$ cat config.mk
export PLATFORM = sky130hd
export DESIGN_NAME = gsa_front
export DESIGN_NICKNAME = d
export VERILOG_FILES = /design/src/gsa_pkg.sv /design/src/gsa_front.sv
export SDC_FILE = /design/constraint.sdc
export NUM_CORES = 1
export LEC_CHECK = 0
export ABC_AREA = 1
export BUFFER_PORTS_ARGS = -buffer_cell sky130_fd_sc_hd__buf_2
export CORE_UTILIZATION = 35
export DETAILED_ROUTE_END_ITERATION = 8
export PLACE_DENSITY = 0.74
export SLEW_MARGIN = 20
export SYNTH_ARGS = -nofsm -noshare
export SYNTH_HDL_FRONTEND = slang
export SYNTH_SLANG_ARGS = --single-unit
$ cat constraint.sdc
create_clock -name clk -period 2.46 [get_ports clk]
set_input_delay 0.123 -clock clk [delete_from_list [all_inputs] [get_ports clk]]
set_output_delay 0.123 -clock clk [all_outputs]
set_load 0.02 [all_outputs]
$ cat src/gsa_pkg.sv
// Shared types and constants of the generational slot allocator.
package gsa_pkg;

  localparam int MAX_SLOTS = 1024;
  localparam int GEN_W     = 16;
  localparam int IDX_W     = $clog2(MAX_SLOTS);
  localparam int CAP_W     = $clog2(MAX_SLOTS + 1);

  localparam int QUEUE_DEPTH = 2;
  localparam int QPTR_W      = $clog2(QUEUE_DEPTH);
  localparam int QCNT_W      = $clog2(QUEUE_DEPTH + 1);

  localparam logic [1:0] OP_CREATE  = 2'd0;
  localparam logic [1:0] OP_DESTROY = 2'd1;
  localparam logic [1:0] OP_LOOKUP  = 2'd2;

  localparam logic [2:0] ST_OK        = 3'd0;
  localparam logic [2:0] ST_FULL      = 3'd1;
  localparam logic [2:0] ST_BAD_INDEX = 3'd2;
  localparam logic [2:0] ST_GEN_MISS  = 3'd3;
  localparam logic [2:0] ST_INACTIVE  = 3'd4;
  localparam logic [2:0] ST_NOT_FOUND = 3'd5;

  typedef enum logic [2:0] {
    K_CREATE,
    K_DESTROY,
    K_LOOKUP,
    K_BAD_INDEX,
    K_NOP
  } kind_t;

  typedef struct packed {
    kind_t              kind;
    logic [IDX_W-1:0]   idx;
    logic [GEN_W-1:0]   gen;
  } cmd_t;

  typedef struct packed {
    logic               active;
    logic               link_valid;
    logic [IDX_W-1:0]   link;
    logic [GEN_W-1:0]   gen;
  } entry_t;

  typedef enum logic {
    BS_IDLE,
    BS_EXEC
  } back_state_t;

endpackage

$ cat src/gsa_front.sv
// Front end: capacity register, request intake and classification.
module gsa_front (
  input  logic                      clk,
  input  logic                      rst,
  input  logic                      cfg_we,
  input  logic [gsa_pkg::CAP_W-1:0] cfg_data,
  input  logic                      in_valid,
  output logic                      in_ready,
  input  logic [1:0]                op,
  input  logic [gsa_pkg::IDX_W-1:0] slot_index,
  input  logic [gsa_pkg::GEN_W-1:0] slot_generation,
  input  logic                      q_ready,
  output logic                      q_push,
  output gsa_pkg::cmd_t             q_cmd,
  output logic [gsa_pkg::CAP_W-1:0] eff_cap
);

  logic [gsa_pkg::CAP_W-1:0] capacity;
  logic                      bad_idx;

  always_ff @(posedge clk) begin
    if (rst) begin
      capacity <= gsa_pkg::CAP_W'(gsa_pkg::MAX_SLOTS);
    end else if (cfg_we) begin
      capacity <= cfg_data;
    end
  end

  // Values above the table size act as the table size.
  assign eff_cap = (capacity > gsa_pkg::CAP_W'(gsa_pkg::MAX_SLOTS)) ?
                   gsa_pkg::CAP_W'(gsa_pkg::MAX_SLOTS) : capacity;

  assign bad_idx  = gsa_pkg::CAP_W'(slot_index) >= eff_cap;
  assign in_ready = q_ready;
  assign q_push   = in_valid & q_ready;

  always_comb begin
    q_cmd.idx = slot_index;
    q_cmd.gen = slot_generation;
    case (op)
      gsa_pkg::OP_CREATE:  q_cmd.kind = gsa_pkg::K_CREATE;
      gsa_pkg::OP_DESTROY: q_cmd.kind = bad_idx ? gsa_pkg::K_BAD_INDEX : gsa_pkg::K_DESTROY;
      gsa_pkg::OP_LOOKUP:  q_cmd.kind = bad_idx ? gsa_pkg::K_BAD_INDEX : gsa_pkg::K_LOOKUP;
      default:             q_cmd.kind = gsa_pkg::K_NOP;
    endcase
  end

endmodule

## Yosys cells after proc, flatten, opt, wreduce, memory -nomap -nowiden

Cells that the tools add are included.

- Reduce and logical (&&, ||, !) cells: 1
- Multiplexer cells: 4
- Magnitude comparators: 2
- Bitwise operators: 1
- Equality and inequality tests: 2

Operator list:

| cell | count |
|---|---|
| 10-bit by 11-bit >= comparator with 1-bit output | 1 |
| 11-bit > comparator (second input constant) | 1 |
| 11-bit two-way mux | 1 |
| 3-bit case mux with 3 select lines | 1 |
| 2-bit by 1-bit equality test with 1-bit output (second input constant) | 1 |
| 2-bit equality test (second input constant) | 1 |
| 2-bit zero test | 1 |
| 2-bit two-way mux | 1 |
| 1-bit bitwise AND | 1 |
| 1-bit two-way mux | 1 |

- Flip-flop bits (word level): 11
- Output and inout port bits: 42
- Logic and storage cells: 11

## Logic depth before layout (Yosys ltp)

Gate-level depths: netlist of run 1.

- Word-level depth: 5
- Mapped depth: 15

## Worst setup path after synthesis of run 1

No wires, ideal clock.

- Kind: register -> output
- Start point: register capacity[3] in the netlist's numbering
- End point: output port q_cmd[26] in the netlist's numbering
- Required time: 2337 ps
- Arrival: 1952 ps
- Buffers on the path: 0
- Stages on the path, launching flop included: 16
- Path slack: 385 ps
- Cell sequence: dfxtp_1 inv_1 nand4_1 o21ai_2 inv_2 nor2_1 inv_1 ha_1 nand2_1 nor2_1 nand2_1 nor2_1 nor2_1 nand3_1 nand2_1 nand2_1

RTL lines:

| element | line | source |
|---|---|---|
| start: declaration | gsa_front.sv:18 | `logic [gsa_pkg::CAP_W-1:0] capacity;` |
| start signal: assignment | gsa_front.sv:23 | `capacity <= gsa_pkg::CAP_W'(gsa_pkg::MAX_SLOTS);` |
| start signal: assignment | gsa_front.sv:25 | `capacity <= cfg_data;` |
| end: declaration | gsa_front.sv:14 | `output gsa_pkg::cmd_t q_cmd,` |

==> metrics.csv, run 1 <==
stage;metric;value;unit
floorplan;DIE AREA;0.00308;mm2
clock_network;postcts setup bufs;0;
synthesis;syn_area_per_cell;6.42;um2
grt;first-pass GRT wire length;3.10;mm
timing;clk_skew;0;ps
worst_setup_path;WP data arrival;2160;ps
timing;fmax;438;MHz
synthesis;YS warnings;0;
clock_network;CTS Sinks;11;
clock_network;Root Driver;clkbuf_4;
floorplan;core footprint;0.00273;mm2
timing;Max Slew Vio Count;0;
clock_network;hold buffer count at CTS;0;
clock_network;Reg clk slew, reported paths;60;ps
floorplan;num rows;19;
timing;setup violators final;0;
synthesis;Mapped Cells;156;
worst_setup_path;critical path required time;2340;ps
cells_and_area;Largest register FFs;11;
cells_and_area;Fillers;291;
detailed_routing;drt first-iter violations;24;
synthesis;Synth Area in Adders;12.5;%
grt;gr usage total;12.3;%
cells_and_area;share of layout cells above drive strength 1;39.7;%
detailed_routing;Vias;935;
detailed_routing;DRC Markers;0;
worst_hold_path;Hold Crit Class;input port to flop;
grt;pin count of the biggest net entering global routing;20;
synthesis;ranking of synthesized cells by area;dfxtp_1 22%, buf_4 20%, ha_1 12%, inv_1 11%, nand2_1 9.0%;
synthesis;post-synthesis compound-gate area fraction;12.9;%
synthesis;mux share of post-synthesis cell area;0;%
timing;Final Cycle Share;92.7;%
grt;grt ovf;0;
synthesis;most common cell in the synthesized netlist;inv_1;
grt;vias in the first global route;779;
timing;Worst-Margin Slew;249;ps
clock_network;H-tree levels;1;
power_and_ir_drop;leakage;0.660;nW
grt;initial antenna violation count;0;
worst_setup_path;crit path launch type;flop;
synthesis;Mapped Nets;210;
timing;minimum clock period;2280;ps
timing;unrepaired setup endpoints after global routing;true;
synthesis;Main synth FF type;dfxtp_1;
clock_network;Max clock buf depth;2;
worst_setup_path;Worst Path Max Fanout;9;
floorplan;Initial Util;36.7;%
synthesis;Synth Area in Simple Gates;19.6;%
cells_and_area;Reg with most FFs;capacity;
clock_network;CTS tree;built;
detailed_routing;WL final;1.80;mm
synthesis;xor/xnor share of the synthesized area;0;%
worst_setup_path;WP buf/inv;3;
clock_network;CTS Buf Count;3;
synthesis;cell taking the most area after synthesis;dfxtp_1;
cells_and_area;biggest regs;capacity (11);
clock_network;post-cts sizing count;0;
synthesis;largest family of logic cells by synthesized area;buffers and inverters;
worst_setup_path;element type at the critical path end;primary output;
detailed_routing;Post-DRT Antenna Nets;0;
synthesis;Post-synth EDFFs;0;
cells_and_area;Final nets;239;
synthesis;post-synthesis sequential area ratio;22.0;%
timing;final hold violations;0;
synthesis;asr flop ratio synth;0;%
timing;worst rel slew slack;83.4;%
placement;count of input and output buffers;53;
flow_run;max cap viols;0;
floorplan;# IOs;86;
synthesis;Mapped Area;0.00100;mm2
placement;HPWL Detailed;1.54;mm
cells_and_area;multi-input logic area;485;um2
clock_network;Clock Latency Late Sink;260;ps
worst_setup_path;Worst path slowest cell;dfxtp_2;
floorplan;Chip Width;55.5;um
run_status;status;complete, no violations;
floorplan;Die Y-Extent;55.5;um
synthesis;Post-synth top cells;30 x inv_1, 27 x buf_4, 24 x nand2_1;
power_and_ir_drop;VDD IR max;275;uV
worst_setup_path;most used cell, CP;nand2_1;
synthesis;post-synth cell types;15;
power_and_ir_drop;total power draw;0.000484;W
cells_and_area;Register Area;221;um2
synthesis;FF+latch count, synth;11;
synthesis;post-synth top area share;22.0;%
power_and_ir_drop;P per Cell Area;414;mW/mm2
cells_and_area;Final Util;42.7;%
cells_and_area;n_diodes;0;
detailed_routing;via/cell ratio;4.35;
detailed_routing;WL/cell;8.38;um
worst_setup_path;max incr delay on CP;330;ps
worst_setup_path;worst path cell trace;nor2_1 > nand4_1 > o21ai_2 > inv_4 > nor2_2 > inv_1 > ha_1 > a21oi_1 > nand2_1 > nand2_1 > nand3_2 > nand2_1 > nand2_1 > buf_4;
cells_and_area;layout overhead on the synthesized area;16.6;%
worst_setup_path;CP Class;flop to primary output;
worst_setup_path;top cell family by delay on the critical path;simple AND/OR/NAND/NOR gates;
detailed_routing;1st-pass router iterations;4;
placement;routability congestion estimate;0.736;
==> cells in the final DEF, fill, tap and decap left out <==
cell type,n
inv_1,25
nor2_2,5
ha_1,9
buf_4,1
nand4_1,3
inv_4,1
o21ai_0,12
dfxtp_1,10
a21oi_1,12
nand2_1,24
clkbuf_4,3
nor2_4,1
o21ai_2,1
ha_4,1
nand3_1,1
inv_2,6
dfxtp_2,1
buf_6,1
nand3_2,1
buf_2,51
nor2_1,14
clkbuf_1,1
==> tightest hold or removal path, cell delays in order <==
cell     delay, ps
buf_2           90
a21oi_1         40
o21ai_0         50
==> per-stage QoR <==
stage | setup TNS [ps] | hold slack [ps] | cell area (um2) | setup WS [ps] | instances
CTS | 0 | 60.9 | 1120 | 87.6 | 215
finish | 0 | 66.5 | 1170 | 178 | 215
global placement | 0 | 246 | 1090 | 397 | 211
detailed placement | 0 | 246 | 1090 | 383 | 211
floorplan | 0 | 223 | 1000 | 385 | 156
global route | -177 | 97.7 | 1170 | -91.5 | 215
==> layout make-up <==
| cell class | count | share of cell area [%] |
|---|---|---|
| clock buffers | 4 | 2.25 |
| inverters | 32 | 10.5 |
| flip-flops and latches | 11 | 19.0 |
| repair buffers | 53 | 23.4 |
| multi-input cells | 84 | 41.5 |
| well taps | 31 | 3.32 |
==> layer usage <==
metal / vias to the layer above / part of all wire (%) / GRT usage [%]
li1: 512 / - / -
met1: 382 / 47 / 16.1
met2: 39 / 47 / 19.8
met3: 2 / 5.4 / 2.34
met4: 0 / 0.78 / 5.36
met5: - / 0 / 0
==> power by group <==
part	internal, W	leakage [nW]	switching, W
registers	0.000191	0.0918	0.00000623
clock network	0.0000627	0.0150	0.0000552
logic	0.0000662	0.553	0.000102
==> cells by family after synthesis <==
logic type               count (synthesis)
flip-flops                              11
AO/OA/AOI/OAI                           25
buffers and inverters                   61
AND/OR/NAND/NOR                         49
adder cells (fa/ha/maj)                 10
==> final timing paths <==
check                       to    startpoint  slack (ps)  cells past startpoint
setup reg to reg  capacity[10]  capacity[10]        1740                      2
setup / recovery     q_cmd[26]   capacity[9]         180                     14
hold reg to reg    capacity[3]   capacity[3]         460                      2
hold / removal    capacity[10]           rst          70                      3
(Power assumes the default switching activity.)
==> inputs of run 2 (changes only) <==
--- a/config.mk
+++ b/config.mk
@@ -7,9 +7,11 @@
 export LEC_CHECK = 0
 export ABC_AREA = 1
 export BUFFER_PORTS_ARGS = -buffer_cell sky130_fd_sc_hd__buf_2
-export CORE_UTILIZATION = 35
+export CAP_MARGIN = 20
+export CORE_UTILIZATION = 25
 export DETAILED_ROUTE_END_ITERATION = 8
-export PLACE_DENSITY = 0.74
+export GPL_TIMING_DRIVEN = 0
+export PLACE_DENSITY = 0.56
 export SLEW_MARGIN = 20
 export SYNTH_ARGS = -nofsm -noshare
 export SYNTH_HDL_FRONTEND = slang
==> metrics.csv, run 2 (synthesis gave the netlist of run 1 again) <==
stage;metric;value;unit
clock_network;CTS Sinks;11;
clock_network;CTS tree;built;
placement;count of input and output buffers;69;
worst_setup_path;Worst R2R End;capacity[10];
grt;first-pass GRT wire length;3.43;mm
grt;pin count of the biggest net entering global routing;11;
cells_and_area;Fillers;430;
detailed_routing;WL/cell;7.92;um
detailed_routing;WL final;2.19;mm
cells_and_area;n_diodes;0;
placement;routability congestion estimate;0.703;
grt;gr usage total;10.1;%
cells_and_area;Reg with most FFs;capacity;
worst_hold_path;Hold Crit Class;input port to flop;
floorplan;core footprint;0.00374;mm2
worst_setup_path;max incr delay on CP;300;ps
worst_setup_path;Critical Path Sink;q_cmd[27];
worst_setup_path;Critical path origin;capacity[7];
timing;Final TNS setup;0;ps
power_and_ir_drop;P per Cell Area;406;mW/mm2
power_and_ir_drop;internal power;0.000406;W
worst_setup_path;CP Class;flop to primary output;
detailed_routing;drt first-iter violations;27;
clock_network;Max clock buf depth;2;
detailed_routing;Vias;1085;
placement;DP Cell Count;273;
power_and_ir_drop;sequential power share;32.5;%
clock_network;H-tree levels;1;
run_status;status;complete, no violations;
worst_setup_path;crit path launch type;flop;
cells_and_area;biggest regs;capacity (11);
cells_and_area;multi-input logic area;480;um2
worst_setup_path;critical path required time;2340;ps
placement;HPWL Detailed;1.96;mm
floorplan;num rows;22;
timing;Final Cycle Share;94.4;%
detailed_routing;DRC Markers;0;
worst_hold_path;worst hold path cell count;3;
clock_network;Clock Latency Late Sink;230;ps
power_and_ir_drop;Switch Pwr;0.000199;W
power_and_ir_drop;Sw Share;32.9;%
timing;fmax;431;MHz
worst_setup_path;most used cell, CP;nand2_1;
timing;minimum clock period;2320;ps
cells_and_area;layout overhead on the synthesized area;48.7;%
floorplan;DIE AREA;0.00427;mm2
detailed_routing;1st-pass router iterations;4;
power_and_ir_drop;leakage;0.865;nW
timing;setup violators final;0;
cells_and_area;commonest cells after routing, fill and taps aside;68 x buf_2, 30 x inv_1, 29 x buf_4, 24 x nand2_1;
cells_and_area;most common cell after layout, fill and taps aside;buf_2;
worst_setup_path;Worst R2R Path Depth;2;
timing;Max Slew Vio Count;0;
floorplan;Die Y-Extent;65.3;um
worst_setup_path;Worst path slowest cell;dfxtp_1;
worst_setup_path;Worst Path Max Fanout;9;
clock_network;CTS Buf Count;3;
worst_setup_path;worst path cell trace;inv_1 > nand4_1 > o21ai_2 > inv_4 > nor2_2 > inv_1 > ha_1 > nand2_1 > nor2_2 > nand2_1 > nor2_1 > nand2_1 > nand3_2 > nand2_1 > nand2_1 > buf_4;
worst_setup_path;WP data arrival;2200;ps
floorplan;# IOs;86;
worst_setup_path;WP buf/inv;4;
timing;Worst-Margin Slew;205;ps
clock_network;Reg clk slew, reported paths;50;ps
floorplan;Chip Width;65.3;um
cells_and_area;share of layout cells above drive strength 1;49.3;%
detailed_routing;Post-DRT Antenna Nets;0;
worst_setup_path;flop-to-flop setup slack;1750;ps
worst_setup_path;r2r startpoint;capacity[10];
power_and_ir_drop;VDD IR max;215;uV
flow_run;max cap viols;0;
cells_and_area;Register Area;220;um2
timing;unrepaired setup endpoints after global routing;true;
worst_setup_path;top cell family by delay on the critical path;simple AND/OR/NAND/NOR gates;
power_and_ir_drop;total power draw;0.000605;W
grt;vias in the first global route;829;
power_and_ir_drop;combinational power share;38.3;%
clock_network;Root Driver;clkbuf_8;
detailed_routing;via/cell ratio;3.92;
cells_and_area;Final nets;284;
worst_setup_path;element type at the critical path end;primary output;
cells_and_area;Largest register FFs;11;
worst_setup_path;Crit. path cell count;16;
cells_and_area;post-route insts no fill;277;
grt;grt ovf;0;
timing;clk_skew;0;ps
timing;final hold violations;0;
timing;worst rel slew slack;86.3;%
power_and_ir_drop;Clk pwr share;29.2;%
grt;initial antenna violation count;0;
floorplan;Initial Util;26.8;%
run 2: worst min path at each step:
stage	end	from
finish	capacity[10]	rst
global route	capacity[10]	cfg_data[10]
CTS	capacity[10]	rst
detailed placement	capacity[10]	rst
global placement	capacity[10]	rst
floorplan	capacity[10]	rst
run 2: layout make-up:
type                       instances  area share, %
clock buffer                       4           3.02
tap                               48           4.03
buffer                            29           14.2
sequential                        11           14.8
timing repair buffer              69           23.5
inverter                          32           8.23
multi-input combinational         84           32.2
run 2: what timing repair did:
action,4_1_cts,5_1_grt
gates resized for setup,0,13
setup buffers,0,0
setup endpoints to repair,0,2
hold buffers,0,0
run 2: per-layer routing:
metal / vias to the layer above / routed length (um) / global-route usage (%)
li1: 600 / - / -
met1: 437 / 1040 / 13.6
met2: 44 / 948 / 15.3
met3: 4 / 178 / 1.74
met4: 0 / 29 / 4.89
met5: - / 0 / 0
run 2: worst register-to-register path, cell delays in order (launching register included):
cell	delay, ps
dfxtp_1	410
inv_1	100
o21ai_0	130
run 2: power groups by stage:
stage	sequential, W	combinational (W)	clock, W
floorplan	0.000199	0.000154	0
global placement	0.000200	0.000224	0
detailed placement	0.000200	0.000226	0
CTS	0.000197	0.000226	0.000182
global route	0.000198	0.000259	0.000192
finish	0.000197	0.000232	0.000177
run 2: per-stage QoR:
step	cell area, um2	worst slack (ps)	hold WS (ps)	utilization (%)
2_1_floorplan	1000	385	223	-
3_3_place_gp	1410	388	334	37.6
3_5_place_dp	1410	367	339	37.6
4_1_cts	1450	104	94.7	38.8
5_1_grt	1490	-108	122	39.8
6_report	1490	138	93.3	39.8
