[config.mk]
export PLATFORM = sky130hd
export DESIGN_NAME = gsa_queue
export DESIGN_NICKNAME = d
export VERILOG_FILES = /design/src/gsa_pkg.sv /design/src/gsa_queue.sv
export SDC_FILE = /design/constraint.sdc
export NUM_CORES = 1
export LEC_CHECK = 0
export BUFFER_PORTS_ARGS = -buffer_cell sky130_fd_sc_hd__buf_2
export CAP_MARGIN = 20
export CORE_MARGIN = 2
export CORE_UTILIZATION = 51
export CTS_CLUSTER_DIAMETER = 50
export DETAILED_ROUTE_END_ITERATION = 16
export GPL_TIMING_DRIVEN = 0
export HOLD_SLACK_MARGIN = 0.12
export PLACE_DENSITY = 0.88
export SETUP_SLACK_MARGIN = 0.15
export SLEW_MARGIN = 10
export SYNTH_ARGS = -nofsm -noshare
export SYNTH_HDL_FRONTEND = slang
export SYNTH_SLANG_ARGS = --single-unit
[constraint.sdc]
create_clock -name clk -period 2.7 [get_ports clk]
set_input_delay 0.135 -clock clk [delete_from_list [all_inputs] [get_ports clk]]
set_output_delay 0.135 -clock clk [all_outputs]
set_load 0.01 [all_outputs]
[src/gsa_pkg.sv]
// Shared types and constants of the generational slot allocator.
package gsa_pkg;

  localparam int MAX_SLOTS = 1024;
  localparam int GEN_W     = 16;
  localparam int IDX_W     = $clog2(MAX_SLOTS);
  localparam int CAP_W     = $clog2(MAX_SLOTS + 1);

  localparam int QUEUE_DEPTH = 2;
  localparam int QPTR_W      = $clog2(QUEUE_DEPTH);
  localparam int QCNT_W      = $clog2(QUEUE_DEPTH + 1);

  localparam logic [1:0] OP_CREATE  = 2'd0;
  localparam logic [1:0] OP_DESTROY = 2'd1;
  localparam logic [1:0] OP_LOOKUP  = 2'd2;

  localparam logic [2:0] ST_OK        = 3'd0;
  localparam logic [2:0] ST_FULL      = 3'd1;
  localparam logic [2:0] ST_BAD_INDEX = 3'd2;
  localparam logic [2:0] ST_GEN_MISS  = 3'd3;
  localparam logic [2:0] ST_INACTIVE  = 3'd4;
  localparam logic [2:0] ST_NOT_FOUND = 3'd5;

  typedef enum logic [2:0] {
    K_CREATE,
    K_DESTROY,
    K_LOOKUP,
    K_BAD_INDEX,
    K_NOP
  } kind_t;

  typedef struct packed {
    kind_t              kind;
    logic [IDX_W-1:0]   idx;
    logic [GEN_W-1:0]   gen;
  } cmd_t;

  typedef struct packed {
    logic               active;
    logic               link_valid;
    logic [IDX_W-1:0]   link;
    logic [GEN_W-1:0]   gen;
  } entry_t;

  typedef enum logic {
    BS_IDLE,
    BS_EXEC
  } back_state_t;

endpackage

[src/gsa_queue.sv]
// Small command queue between the front and back ends.
module gsa_queue (
  input  logic          clk,
  input  logic          rst,
  input  logic          push,
  input  gsa_pkg::cmd_t push_cmd,
  output logic          not_full,
  input  logic          pop,
  output logic          not_empty,
  output gsa_pkg::cmd_t head_cmd
);

  gsa_pkg::cmd_t                slots [gsa_pkg::QUEUE_DEPTH];
  logic [gsa_pkg::QPTR_W-1:0]   wr_ptr;
  logic [gsa_pkg::QPTR_W-1:0]   rd_ptr;
  logic [gsa_pkg::QCNT_W-1:0]   count;

  assign not_full  = count != gsa_pkg::QCNT_W'(gsa_pkg::QUEUE_DEPTH);
  assign not_empty = count != '0;
  assign head_cmd  = slots[rd_ptr];

  always_ff @(posedge clk) begin
    if (push) begin
      slots[wr_ptr] <= push_cmd;
    end
  end

  always_ff @(posedge clk) begin
    if (rst) begin
      wr_ptr <= '0;
      rd_ptr <= '0;
      count  <= '0;
    end else begin
      if (push) begin
        wr_ptr <= wr_ptr + 1'b1;
      end
      if (pop) begin
        rd_ptr <= rd_ptr + 1'b1;
      end
      case ({push, pop})
        2'b10:   count <= count + 1'b1;
        2'b01:   count <= count - 1'b1;
        default: count <= count;
      endcase
    end
  end

  a_no_overflow: assert property (@(posedge clk) disable iff (rst)
    count <= gsa_pkg::QCNT_W'(gsa_pkg::QUEUE_DEPTH))
    else $error("command queue count exceeds its depth");

endmodule

* Word-level counts from Yosys, hierarchy flattened *
Memories as Yosys holds them, arrays and structs flattened. A register that Yosys moved wholly into a read port is not among the register bits.
Cells that the tools add are included.

storage, ports and cells
  flip-flop bits (word level) = 4
  bits in writable memories = 58
  input bits = 33
  output and inout bits = 31
  word-level logic and storage cells = 18
  memories kept = 1

memories
  name   depth  width  rd ports  clocked after memory_dff  write ports  RTL line         RTL
  slots  2      29     1         1                         1            gsa_queue.sv:13  gsa_pkg::cmd_t slots [gsa_pkg::QUEUE_DEPTH];

cells by class
  $add $sub $neg = 4
  equal/unequal tests = 3
  muxes and demuxes = 5
  reductions and logical operators = 2

operator list
  operator             count
  $mux 1               4
  $pmux 2 s2           1
  $reduce_bool 2->1    2
  $add 1x1->1 const B  2
  $add 2x1->2 const B  1
  $eq 2x1->1 const B   1
  $eq 2x2->1 const B   1
  $ne 2x2->1 const B   1
  $sub 2x1->2 const B  1

* Logic depth before layout (Yosys ltp) *
Gate-level depths: netlist of run 1.

  depth in word-level cells = 3
  depth in mapped cells = 5
  depth with buffers taken out = 5

* Least setup slack after synthesis of run 1 *
OpenSTA, ideal clock, no wires.

  kind = reg-to-reg
  start point = register wr_ptr
  end point = memory slots[0][0] (netlist bit) (enable)
  library setup time = 415 ps
  arrival = 1561 ps
  setup slack = 724 ps
  stages on the path, launching flop included = 2
  buffers on the path = 0
  clock period less this slack = 1976 ps
  cells stage by stage = dfxtp_1 nor2_1

RTL lines
  what                      RTL line         RTL
  start: declaration        gsa_queue.sv:14  logic [gsa_pkg::QPTR_W-1:0] wr_ptr;
  start signal: assignment  gsa_queue.sv:35  wr_ptr <= wr_ptr + 1'b1;
  end: declaration          gsa_queue.sv:13

No word-level cell before the write port.

==> metrics, run 1 <==
via count=around 1300; # fillers=around 270; Top FF cell, synth=edfxtp_1; power share of the combinational group=12.4%; Final Cell Area=~3200 sq um; post-CTS resize count=0; P&R area growth vs syn=39.9%; vias in the first global route=1488; post-DR vias/cell=roughly 4.9; first-pass GRT wire length=roughly 6600 um; grt total ovfl=0; Buf+Inv Stages, Crit Path=3; Seq/Total Area, Yosys=roughly four fifths; clock-pin slew on the worst setup and hold paths=around 70 ps; Worst path most repeated cell=buf_2; Core ar.=4350 sq um; Worst Skew=roughly 9.4 ps; Setup TNS=0 ps; largest area contributor in the netlist=edfxtp_1; initial antenna violation count=0; # Max-Cap Violations=0; Post-CTS Setup Bufs=0; post-route minimum period=about 1800 ps; top cells by count, synth=edfxtp_1 (58), mux2_1 (29), dfxtp_1 (5), nor2_1 (5), xnor2_1 (3); Chip Width=between 70 and 80 um; Ys Warns=0; Worst Hold Class=reg -> reg; EDFF count, synth=between 50 and 60; Die Y=around 71 um; Pre-antenna DRT Iters=4; Crit Path Class=reg -> out; R2R Path Start=wr_ptr$_SDFFE_PP0P_; Hold Startpoint=count[1]$_SDFFE_PP0P_; Netlist Area Pre-Place=between 2000 and 2500 sq um; Switching Share=about 22%; DP Cell Count=roughly 230; Post-DP Area=2690 sq um; RSZ-0062 raised after global routing=no; FP Rows=24; Worst Tran Pin Value=870 ps; most frequent cell after synthesis=edfxtp_1; routability cong.=0.650; FFs w/ async S/R, synth=0%; IO Count=64; clock network power share=between 30% and 40%; outcome=finished, final reports clean; power density over cell area=slightly below 700 nW/um^2; crit-path max FO=10; Worst EP required=between 2000 and 3000 ps; leak pwr=about 1.2 nW; remaining antenna violation count=0; post-layout util=between 70% and 80%; largest net degree at the start of global routing=30; Final Slew Violations=0; critical path endpoint category=output pin; # H-tree levels=3; Total Wirelength=4290 um; hold_buf cts=33; CTS tree=yes; Post-Synthesis Cells=~110; sequential share of power=a little over half; # clock sinks=63; Internal Power=between 1.5 and 2 mW; clk_lat worst skew=between 300 and 400 ps; HPWL after detailed placement=between 2000 and 2500 um; Fin. Hold Viols=0; Tcrit/Tclk final=between 60% and 70%; GRT Util Overall=18.1%; Port-buffer cells=63; RR Endpoint=slots[1][2]$_DFFE_PP_; Worst path max stage delay=360 ps; DRT iter0 DRCs=between 90 and 100; worst hold path endpoint=count[1]$_SDFFE_PP0P_; CP Launch Type=register; top cell type's share of synthesized area=76.0%; # nets final=roughly 250; Synth Net Count=approximately 150; final setup fails=0; clk root buf=clkbuf_8; Final Power=between 2 and 2.5 mW; antenna cells=0; Yosys reg bits=63; drt wl/cell=15.5 um; Die Area=~5000 sq um; Distinct cells, synth=16; Worst Hold Depth=2; critical-path cell list=buf_2 > buf_4 > mux2_1 > buf_2; share of layout cells above drive strength 1=36.0%; Initial Util=~53%; Avg Inst Size Synth=approximately 20 sq um; IR Drop Worst-Case VDD=a little under 500 uV; Worst EP arrival=approximately 1700 ps; top cells by area, synth=edfxtp_1 (76%), mux2_1 (14%), dfxtp_1 (4.4%), xnor2_1 (1.1%), nor2_1 (0.82%); maximum operating frequency=558 MHz; FF-to-FF path depth=2; fin cells=~280; slowest stage cell on the critical path=mux2_1; critical path's top delay family=buffers and inverters; clock buffers created by TritonCTS=9; sw power=486 uW; Worst R2R Setup Slack=roughly 1200 ps; worst-case clock buffer depth=2; DRC=0; Rel. slew slack=around two fifths
[registers in the layout, summed over array words and instances, names as in the netlist, named ones only]
signal / cells
rd_ptr: 1
slots: 58
count: 2
wr_ptr: 1
[per-stage QoR]
stage          setup WS [ps]  hold WS, ps
2_1_floorplan            724          204
3_3_place_gp             147          323
3_5_place_dp            1190          327
4_1_cts                  911          515
5_1_grt                  804          518
6_report                 906          518
[metal layers]
layer / vias up / part of all wire, % / track usage, %
li1: 647 / - / -
met1: 645 / 42 / 19.7
met2: 52 / 51 / 31.5
met3: 2 / 6.2 / 6.70
met4: 0 / 0.61 / 8.18
met5: - / 0 / 0
[layout make-up]
class / instances / area [sq um] / share of cell area, %
well taps: 52 / 65.1 / 2.03
inverters: 1 / 3.75 / 0.117
clock buffers: 11 / 131 / 4.10
multi-input cells: 45 / 435 / 13.6
clock inverters: 5 / 48.8 / 1.52
repair buffers: 97 / 661 / 20.6
plain buffers: 3 / 17.5 / 0.547
flip-flops and latches: 63 / 1840 / 57.5
[worst register-to-register path, cell delays in order (launching register included)]
cell and delay [ps]:
dfxtp_1 420, and2_1 530, buf_8 270
[worst max-delay path by stage]
| stage | start | endpoint | slack (ps) | cells past startpoint |
|---|---|---|---|---|
| after global routing | register | head_cmd[7] | 800 | 4 |
| after detailed placement | wr_ptr$_SDFFE_PP0P_ | slots[1][3]$_DFFE_PP_ | 1190 | 2 |
| after global placement | wr_ptr$_SDFFE_PP0P_ | slots[0][3]$_DFFE_PP_ | 150 | 1 |
| after floorplan | wr_ptr$_SDFFE_PP0P_ | slots[0][0]$_DFFE_PP_ | 720 | 1 |
| final | register | head_cmd[7] | 910 | 4 |
| after CTS | register | head_cmd[9] | 910 | 4 |
[power groups by stage]
stage	Clock [mW]	Sequential [mW]	Combinational (mW)
CTS	0.769	1.15	0.270
global route	0.811	1.16	0.293
detailed placement	0	1.17	0.230
floorplan	0	1.17	0.129
finish	0.753	1.15	0.270
global placement	0	1.17	0.219
[cells in the final DEF (no fill, tap or decap), types with 2 or more instances in the layout]
| cell | count |
|---|---|
| nor2_1 | 4 |
| xnor2_1 | 3 |
| edfxtp_1 | 58 |
| buf_2 | 65 |
| mux2_1 | 29 |
| clkbuf_8 | 9 |
| clkinv_2 | 3 |
| dfxtp_1 | 5 |
| dlygate4sd3_1 | 33 |
| clkbuf_1 | 2 |
[cell families after synthesis]
kind of cell | Yosys count | synth area share, %
xor+xnor | 4 | 1.53
fa+ha+maj | 1 | 0.546
compound gates | 2 | 0.437
simple gates | 9 | 1.91
flops | 63 | 80.4
mux | 29 | 14.3
buf+inv | 4 | 0.928
Power figures use the tool's default switching activity.
==> run 2: changes to the inputs <==
- CORE_UTILIZATION: 51 -> 46
- PLACE_DENSITY: 0.88 -> 0.85
- clock period: 2.7 -> 1.5 ns (I/O delays scaled with it)
==> run 2 against run 1 <==
Clock skew shrank 6.5 ps; combinational power grew 150%; routed wire length grew 11%; clock power grew 77%; worst setup slack lost 860 ps; register-to-register slack lost 880 ps; non-clock buffer count grew 3; sequential power grew 82%; hold slack lost 230 ps; sequential share of layout area shrank 4.6 points; largest cell class unchanged; highest routed layer unchanged.
==> metrics, run 2 (synthesis results as in run 1) <==
power density over cell area=1170 nW/um^2; sw power=approximately 910 uW; Initial Util=approximately half; share of layout cells above drive strength 1=46.1%; Die Y=between 70 and 80 um; clock network power share=approximately a third; Chip Width=roughly 75 um; commonest non-fill, non-tap cell in the layout=edfxtp_1; storage element area=between 1500 and 2000 sq um; outcome=finished, final reports clean; Internal Power=roughly 3.2 mW; largest net degree at the start of global routing=30; remaining antenna violation count=0; Pre-antenna DRT Iters=4; maximum operating frequency=around 690 MHz; Fin. Hold Viols=0; worst-case clock buffer depth=2; Switching Share=about 22%; Top reg by flops=slots; DRC=0; antenna cells=0; IR Drop Worst-Case VDD=865 uV; # fillers=292; IO Count=64; via count=1386; Worst Hold Class=in -> reg; Final Slew Violations=0; R2R Path Start=wr_ptr$_SDFFE_PP0P_; worst hold path endpoint=slots[1][11]$_DFFE_PP_; vias in the first global route=1436; largest registers=slots x58, count x2; Tcrit/Tclk final=between 90% and 100%; Multi-input gate area=526 sq um; HPWL after detailed placement=between 2000 and 2500 um; DP Cell Count=roughly 240; Worst Hold Depth=2; fin cells=297; clk_lat worst skew=about 320 ps; Worst EP arrival=~1400 ps; sequential share of power=roughly half; CTS tree=yes; P&R area growth vs syn=52.0%; post-route minimum period=about 1500 ps; Worst EP required=around 1400 ps; initial antenna violation count=0; Port-buffer cells=between 60 and 70; post-DR vias/cell=between 4 and 5; commonest cells after routing, fill and taps aside=edfxtp_1 (58), buf_2 (45), dlygate4sd3_1 (32); Core ar.=around 4800 sq um; # nets final=around 260; Worst Tran Pin Value=~460 ps; Worst R2R Setup Slack=between 200 and 300 ps; clk root buf=clkbuf_8; Worst Skew=roughly 2.9 ps; crit-path max FO=7; first-pass GRT wire length=roughly 6400 um; CP Launch Type=register; Hold Startpoint=push; GRT Util Overall=between 10% and 20%; drt wl/cell=16.1 um; clock-pin slew on the worst setup and hold paths=roughly 60 ps; power share of the combinational group=16.3%; RSZ-0062 raised after global routing=yes; # Max-Cap Violations=0; critical path endpoint category=output pin; RR Endpoint=slots[1][2]$_DFFE_PP_; clock buffers created by TritonCTS=9; leak pwr=~1.4 nW; grt total ovfl=0; Die Area=5560 sq um; max reg flops=just under 60; final setup fails=0; # clock sinks=63; Total Wirelength=4770 um; FF-to-FF path depth=1; Rel. slew slack=69.4%; # H-tree levels=3; Crit Path Class=reg -> out; DRT iter0 DRCs=between 90 and 100; post-layout util=between 70% and 80%; routability cong.=0.672; FP Rows=25
[run 2: cell types whose count changed in the layout (fill, tap and decap cells not counted), moves of 2 or more]
cell	change
buf_6	+20
and2_4	+2
mux2_1	-18
clkinv_1	+2
mux2_4	+18
buf_4	+2
buf_2	-20
[run 2: stage by stage]
step	hold WS [ps]	total power [mW]	TNS [ps]	cell area, sq um	setup WS (ps)
after global routing	285	4.24	-4.48	3480	-3.37
after CTS	358	3.99	0	3310	13.4
after floorplan	144	2.34	-114	2290	-3.93
after global placement	263	2.51	-12370	2690	-428
final	286	4.09	0	3480	45.4
after detailed placement	266	2.53	0	2700	38.3
[run 2: critical path: stages, from the launching register on]
cell and delay, ps:
dfxtp_2 340, buf_8 140, clkbuf_16 150, mux2_4 300, buf_6 120
[run 2: routing by layer]
layer,vias to the layer above,track usage (%),part of all wire (%)
met5,-,0,0
met4,0,8.93,2.4
met2,53,29.4,52
met1,666,18.3,40
met3,9,4.07,5.5
li1,658,-,-
[run 2: power groups by stage]
stage / Sequential, mW / Combinational (mW) / Clock, mW
3_3_place_gp: 2.11 / 0.401 / 0
2_1_floorplan: 2.10 / 0.233 / 0
4_1_cts: 2.08 / 0.545 / 1.36
6_report: 2.09 / 0.664 / 1.33
3_5_place_dp: 2.12 / 0.411 / 0
5_1_grt: 2.10 / 0.710 / 1.44
[run 2: what timing repair did]
item                                   4_1_cts  5_1_grt
hold buffers                                32        0
gates cloned                                 1        2
endpoints found under the hold margin       63        0
setup buffers                                4        0
gates resized for setup                     18       32
setup endpoints to repair                   87       58
pin swaps                                    1        1
[run 2: layout make-up]
cell class / count / area share, %
sequential: 63 / 52.9
timing repair buffer: 100 / 23.3
multi-input combinational: 47 / 15.1
clock buffer: 10 / 3.66
tap: 67 / 2.41
clock inverter: 6 / 1.47
buffer: 3 / 1.08
inverter: 1 / 0.108
[run 2: how the worst max path moves through the flow]
| stage | startpoint | endpoint | slack (ps) |
|---|---|---|---|
| 2_1_floorplan | wr_ptr$_SDFFE_PP0P_ | slots[0][0]$_DFFE_PP_ | -4 |
| 3_3_place_gp | wr_ptr$_SDFFE_PP0P_ | slots[0][3]$_DFFE_PP_ | -430 |
| 3_5_place_dp | wr_ptr$_SDFFE_PP0P_ | slots[1][7]$_DFFE_PP_ | 40 |
| 4_1_cts | register | head_cmd[3] | 10 |
| 5_1_grt | register | head_cmd[2] | -3 |
| 6_report | register | head_cmd[2] | 50 |
==> run 3: changes to the inputs <==
- clock period: 1.5 -> 1.3 ns (I/O delays scaled with it)
==> run 3 against run 2 <==
The flow now finishes with violations (negative setup slack); final cell count stayed put; die area unchanged; combinational power up 22%; routed wire length up 7.9%; non-clock buffer count is the same; final area grew 2.2%; critical endpoint is now head_cmd[16].
==> metrics, run 3 (synthesis results as in run 1) <==
DRC=0; Final Slew Violations=0; Crit Path Class=reg -> out; CP Launch Type=register; CTS tree=yes; failing checks=negative setup slack; Final Power=between 4 and 5 mW; Worst EP arrival=1370 ps; max reg flops=58; # fillers=291; # nets final=between 200 and 300; DRT iter0 DRCs=52; post-route minimum period=roughly 1400 ps; grt total ovfl=0; maximum operating frequency=just under 700 MHz; Core ar.=~4800 sq um; Die Area=5560 sq um; critical path endpoint category=output pin; crit-path max FO=7; final worst slack=-140 ps; Final Cell Area=about 3600 sq um; Initial Util=between 40% and 50%; Post-DP Area=approximately 2700 sq um; IR Drop Worst-Case VDD=around 860 uV; Top reg by flops=slots; # clock sinks=63; power density over cell area=1400 nW/um^2; Pre-antenna DRT Iters=4; Tcrit/Tclk final=111%; largest net degree at the start of global routing=16; Worst EP required=between 1000 and 1500 ps; vias in the first global route=between 1500 and 2000; worst-case clock buffer depth=2; clock-pin slew on the worst setup and hold paths=about 70 ps; post-DR vias/cell=roughly 4.9; Setup TNS=-3480 ps; # H-tree levels=3; routability cong.=between 0.6 and 0.7; Rel. slew slack=between 80% and 90%; clock buffers created by TritonCTS=9; initial antenna violation count=0; Total Wirelength=5150 um; outcome=finished, violations left; critical path's top delay family=buffers and inverters; largest registers=slots x58, count x2; critical-path cell list=buf_8 > buf_12 > mux2_4 > buf_6; Fin. Hold Viols=0; # Max-Cap Violations=0; HPWL after detailed placement=approximately 2400 um; first-pass GRT wire length=~7400 um; clk root buf=clkbuf_8; Worst Hold Class=in -> reg; share of layout cells above drive strength 1=roughly 48%; GRT Util Overall=19.1%; Worst Tran Pin Value=234 ps; Chip Width=74.6 um; drt wl/cell=roughly 17 um; leak pwr=between 1 and 1.5 nW; clk_lat worst skew=between 300 and 400 ps; Die Y=approximately 75 um; FP Rows=25; P&R area growth vs syn=55.3%; antenna cells=0; Port-buffer cells=63; commonest non-fill, non-tap cell in the layout=edfxtp_1; final setup fails=29; Worst path max stage delay=around 340 ps; Worst Skew=~7 ps; via count=between 1000 and 1500; RSZ-0062 raised after global routing=yes; dpl ws=-90.9 ps; Buf+Inv Stages, Crit Path=3; remaining antenna violation count=0; commonest cells after routing, fill and taps aside=edfxtp_1 (58), buf_2 (44), dlygate4sd3_1 (32); IO Count=64; slowest stage cell on the critical path=dfxtp_2
[run 3: cell types whose count changed in the layout (fill, tap and decap cells not counted), moves of 2 or more]
cell,before,now
dfxtp_1,4,1
dfxtp_2,1,4
buf_4,3,1
buf_12,0,3
[run 3: through the flow]
step | std cells | utilization, % | hold slack (ps)
floorplan | 112 | - | 130
global placement | 242 | 56.8 | 252
detailed placement | 242 | 56.8 | 257
CTS | 296 | 73.2 | 175
global route | 297 | 74.8 | 210
finish | 297 | 74.8 | 200
[run 3: final timing paths]
kind                    startpoint                     end  slack, ps  cells past startpoint
max                       register            head_cmd[16]       -140                      4
max reg2reg    wr_ptr$_SDFFE_PP0P_  slots[1][24]$_DFFE_PP_        230                      1
min reg2reg  count[1]$_SDFFE_PP0P_   count[1]$_SDFFE_PP0P_        500                      2
min                            pop   count[1]$_SDFFE_PP0P_        200                      4
[run 3: layer usage]
metal | GRT usage [%] | part of all wire [%]
met1 | 19.5 | 38
met2 | 35.2 | 53
met5 | 0 | 0
met4 | 10.3 | 2.6
met3 | 5.15 | 6.1
[run 3: area by class of cell]
cell class | instances | area, sq um | share of cell area, %
plain buffers | 3 | 37.5 | 1.05
clock buffers | 11 | 131 | 3.69
clock inverters | 5 | 72.6 | 2.04
inverters | 1 | 3.75 | 0.105
multi-input cells | 47 | 529 | 14.9
flip-flops and latches | 63 | 1850 | 51.9
well taps | 67 | 83.8 | 2.36
repair buffers | 100 | 853 | 24.0
[run 3: power by group]
part	internal (mW)	switching, mW	total [mW]
Clock	1.06	0.684	1.75
Combinational	0.478	0.335	0.813
Sequential	2.36	0.0512	2.41
Total	3.90	1.07	4.97
[run 3: repair_timing]
action / in CTS / in global routing
hold buffers: 32 / 0
cloned: 3 / 0
setup buffers: 3 / 1
resized for setup: 37 / 14
endpoints found under the setup margin: 87 / 42
pin swaps: 3 / 1
hold endpoints to repair: 63 / 0
